==> src/sv/fdr_pkg.sv <==
// shared types and constants for the dielectric fresnel reflectance pipeline
package fdr_pkg;

    localparam int SQRT_STAGES = 32;
    localparam int DIV_STAGES  = 31;
    localparam int Q_W         = 31;

    localparam logic [30:0] Q30_ONE  = 31'h4000_0000;
    localparam logic [15:0] REFL_ONE = 16'd32768;

    localparam logic [15:0] ETA_INCIDENT_RST    = 16'd4096;
    localparam logic [15:0] ETA_TRANSMITTED_RST = 16'd6144;

    // register index, taken from paddr[2]
    localparam logic REG_ETA_INCIDENT    = 1'b0;
    localparam logic REG_ETA_TRANSMITTED = 1'b1;

    // side data that rides along the square root pipeline
    typedef struct packed {
        logic        valid;
        logic        tir;
        logic [32:0] p1;
        logic [48:0] p2;
        logic [15:0] ni;
    } sqrt_sb_t;

    // side data that rides along the divider pipelines
    typedef struct packed {
        logic valid;
        logic tir;
        logic z1;
        logic z2;
    } div_sb_t;

endpackage

==> src/sv/fdr_isqrt.sv <==
// pipelined integer square root, one result bit per stage
module fdr_isqrt
    import fdr_pkg::*;
(
    input  logic        clk,
    input  logic        en,
    input  logic [63:0] radicand,
    output logic [31:0] root
);

    logic [63:0] rem_reg  [SQRT_STAGES];
    logic [31:0] root_reg [SQRT_STAGES];

    genvar k;
    generate
        for (k = 0; k < SQRT_STAGES; k++)
        begin : g_stage
            localparam int BIT = SQRT_STAGES - 1 - k;
            logic [63:0] rem_in;
            logic [31:0] root_in;
            logic [64:0] trial;
            logic [63:0] rem_next;
            logic [31:0] root_next;

            if (k == 0)
            begin : g_first
                assign rem_in  = radicand;
                assign root_in = '0;
            end
            else
            begin : g_rest
                assign rem_in  = rem_reg[k-1];
                assign root_in = root_reg[k-1];
            end

            always_comb
            begin
                trial = ({33'b0, root_in} << (BIT + 1)) | (65'd1 << (2 * BIT));
                if ({1'b0, rem_in} >= trial)
                begin
                    rem_next  = rem_in - trial[63:0];
                    root_next = root_in | (32'd1 << BIT);
                end
                else
                begin
                    rem_next  = rem_in;
                    root_next = root_in;
                end
            end

            always_ff @(posedge clk)
            begin
                if (en)
                begin
                    rem_reg[k]  <= rem_next;
                    root_reg[k] <= root_next;
                end
            end
        end
    endgenerate

    assign root = root_reg[SQRT_STAGES-1];

endmodule

==> config.mk <==
export PLATFORM = sky130hd
export DESIGN_NAME = fdr_isqrt
export DESIGN_NICKNAME = d
export VERILOG_FILES = /design/src/sv/fdr_pkg.sv /design/src/sv/fdr_isqrt.sv
export SDC_FILE = /design/constraint.sdc
export NUM_CORES = 2
export LEC_CHECK = 0
export BUFFER_PORTS_ARGS = -buffer_cell sky130_fd_sc_hd__buf_4
export CAP_MARGIN = 20
export CORE_AREA = 8 8 559 561
export CTS_CLUSTER_DIAMETER = 150
export CTS_CLUSTER_SIZE = 16
export DETAILED_ROUTE_END_ITERATION = 8
export DIE_AREA = 0 0 567 569
export PLACE_DENSITY_LB_ADDON = 0.08
export SYNTH_ARGS = -nofsm -noshare
export SYNTH_HDL_FRONTEND = slang
export SYNTH_SLANG_ARGS = --single-unit
==> constraint.sdc <==
create_clock -name clk -period 4.2 [get_ports clk]
set_input_delay 0.84 -clock clk [delete_from_list [all_inputs] [get_ports clk]]
set_output_delay 0.84 -clock clk [all_outputs]
set_load 0.005 [all_outputs]
==> summary.txt <==
Status
  • Outcome: completed

Global routing
  • GRT overflow: 0
  • Antenna violations before repair: 9
  • GRT Resource Usage Total: a little under a fifth
  • M2 GR Usage: 31.0%
  • Global-route wire length before repair: 458 mm
  • M3 GR Usage: between 2 and 2.5%
  • GR Layer Usage met1: 24.8%
  • Largest net degree at the start of global routing: between 100 and 150
  • Vias in the first global route: 74,303
  • GRT busiest layer: met2

Synth
  • Async SR Flop Fraction: 0%
  • Register area share after synthesis: a little over 60%
  • Number of synthesized flops with an enable pin: roughly 2,500
  • Syn_nets: 10,279
  • Mapped Area: 121,000 sq um
  • Synth Warn #: 0
  • Syn_area_per_cell: between 10 and 15 sq um
  • Unique masters post-synth: 98
  • Top_reg_cell synth: edfxtp_1
  • Flops & latches, synth: 2,512
  • Cells after Synth: between 9,000 and 10,000

STA
  • Worst Skew: roughly 0.073 ns
  • Fmax: about 250 MHz
  • Rel. slew slack: between 30% and 40%
  • Setup violators final: 0
  • Worst setup margin: 0.165 ns
  • Final hold vios: 0
  • Tightest Pin Transition: 1.00 ns
  • Fin Hold WS: about 0.13 ns
  • Fin. max-slew vios: 0
  • RSZ-0062 raised after global routing: no
  • Fin crit period: 4.04 ns
  • Setup TNS: 0 ns
  • Final period util: just under 100%

Floorplanning
  • Die H: 569 microns
  • Die footprint: 323,000 sq um
  • # rows: 203
  • Starting Density: 39.8%
  • Die width: ~570 microns
  • # IOs: 98
  • Placeable core area: 304,000 sq um

Worst hold path
  • Hold Crit Start: radicand[50]
  • Worst Hold Class: in -> reg

Power
  • Internal power: 46.2 mW
  • Flop pwr share: 51.8%
  • Total power: 66.5 mW
  • Clk pwr share: 24.3%
  • Switching power total: 20.3 mW
  • Max IR drop VDD: between 0.0003 and 0.0004 V
  • P_leak: 49.0 nW
  • Combinational power share: between 20% and 30%
  • Switching share of total power: between 30% and 40%
  • Pwr/cell area: 502 nW/um^2

Cells and area
  • Nets: around 11,000
  • Layout cells sized above 1: 6.88%
  • Area grow syn2layout: 9.55%
  • Cell area after layout: 132,000 sq um
  • Commonest non-fill, non-tap cell in the layout: edfxtp_1
  • Finished Core Util: 43.6%
  • FILL cells: ~28,000
  • Finished Layout Cells: 13,935
  • Max reg flops: 1,984
  • Commonest non-fill, non-tap cells in the layout: edfxtp_1, inv_1, a21oi_1

Route
  • TritonRoute pass-1 iters: 6
  • Post-route DRC: 0
  • WL/cell: 21.6 microns
  • Vias per cell: approximately 5.4
  • DR iter-0 viols: ~6,000
  • Final wirelength: 301 mm
  • Vias after detailed routing: 75,426
  • Number of routed nets with antenna violations: 0

Place
  • RD Place Congestion: 0.886
  • Cells after DPL: 13,738
  • Post-DP Area: about 130,000 sq um
  • Port buffer count: 97
  • Hpwl dp: 229 mm
  • Place WS: 0.218 ns

Critical path
  • Worst setup path start: rem_reg[1][889]$_DFFE_PP_
  • WP data required: 4.78 ns
  • Worst r2r src: rem_reg[1][889]$_DFFE_PP_
  • CP endpoint kind: flip-flop
  • CP arrival: 4.61 ns
  • CP cell instances: or4_1, or3_1, nor4_1, o31ai_1, nor2b_1, nand2_2, buf_4, mux2_2
  • Slowest CP cell: nor4_1
  • CP Launch Type: flip-flop
  • CP max stage delay: 0.80 ns
  • WS Path Type: reg -> reg
  • Worst path buffer plus inverter count: 1
  • Top cell family by delay on the critical path: simple AND/OR/NAND/NOR gates
  • CP Max Fanout: 46

CTS
  • CTS tree: done
  • H-tree depth: 4
  • Max Root-Sink Buffers: 4
  • Register clock-pin slew on the reported worst setup and hold paths: 0.07 ns
  • Post-CTS Setup Bufs: 0
  • CTS Buf Count: 179
  • Post-CTS Resized: 0
  • Hold_buf cts: 0
  • CTS sink cnt: 2,512
  • Clk_lat worst skew: 0.88 ns
  • CTS root buf: clkbuf_16

Run
  • MaxCap Viol Count: 0
==> area by class of cell <==
type | count | area, sq um | share of cell area, %
Timing Repair Buffer | 294 | 2510 | 1.90
Sequential cell | 2512 | 75400 | 57.0
Clock inverter | 10 | 153 | 0.115
Tap cell | 3997 | 5000 | 3.78
Clock buffer | 183 | 4580 | 3.46
Inverter | 682 | 2560 | 1.94
Antenna cell | 3 | 7.51 | 0.00567
Multi-Input combinational cell | 6254 | 42200 | 31.9
==> power by group through the flow <==
stage,registers (mW),clock network [mW],logic (mW)
finish,34.4,16.2,15.9
global route,34.8,17.6,17.6
detailed placement,35.0,0,15.8
CTS,34.5,16.9,15.9
global placement,35.0,0,15.7
floorplan,33.7,0,11.4
==> logic make-up (layout without fill, tap and decap cells) <==
kind of cell / after synthesis / in the layout / share of synthesized area [%]
AND/OR/NAND/NOR: 2876 / 2876 / 12.3
multiplexers: 108 / 108 / 0.994
XOR/XNOR: 877 / 877 / 6.35
other: 0 / 3 / 0
buffers and inverters: 889 / 1169 / 2.78
flip-flops: 2512 / 2512 / 62.4
adder cells (fa/ha/maj): 558 / 558 / 5.77
AO/OA/AOI/OAI: 1835 / 1835 / 9.36
==> metal layers <==
metal  part of all wire, %  routed length [microns]
met1                    46                   138000
met2                    48                   146000
met3                   4.0                    12100
met4                   1.8                     5350
met5                     0                        0
==> cells in the mapped netlist, drive strengths merged, types with 89 or more instances <==
cell type     n  area share [%]
nand3       152            0.63
edfxtp     2512              62
xor2        427             3.1
nand2       573             1.8
ha          558             5.8
or4          89            0.56
a21oi       666             2.8
mux2         97            0.90
xnor2       450             3.3
nor4        345             1.8
o21ai       430             1.8
inv         681             2.1
clkbuf      181            0.56
nand4       188            0.97
nor3        266             1.1
nor2        664             2.1
or3         113            0.58
nand2b      112            0.58
a21o        205             1.3
==> path summary, 6_finish.rpt <==
check | endpoint | slack (ns) | cells after the start
max reg2reg | rem_reg[1][903]$_DFFE_PP_ | 0.16 | 8
max | rem_reg[1][903]$_DFFE_PP_ | 0.16 | 8
min reg2reg | rem_reg[1][583]$_DFFE_PP_ | 0.41 | 0
min | rem_reg[0][50]$_DFFE_PP_ | 0.13 | 1
Power figures use the tool's default switching activity.
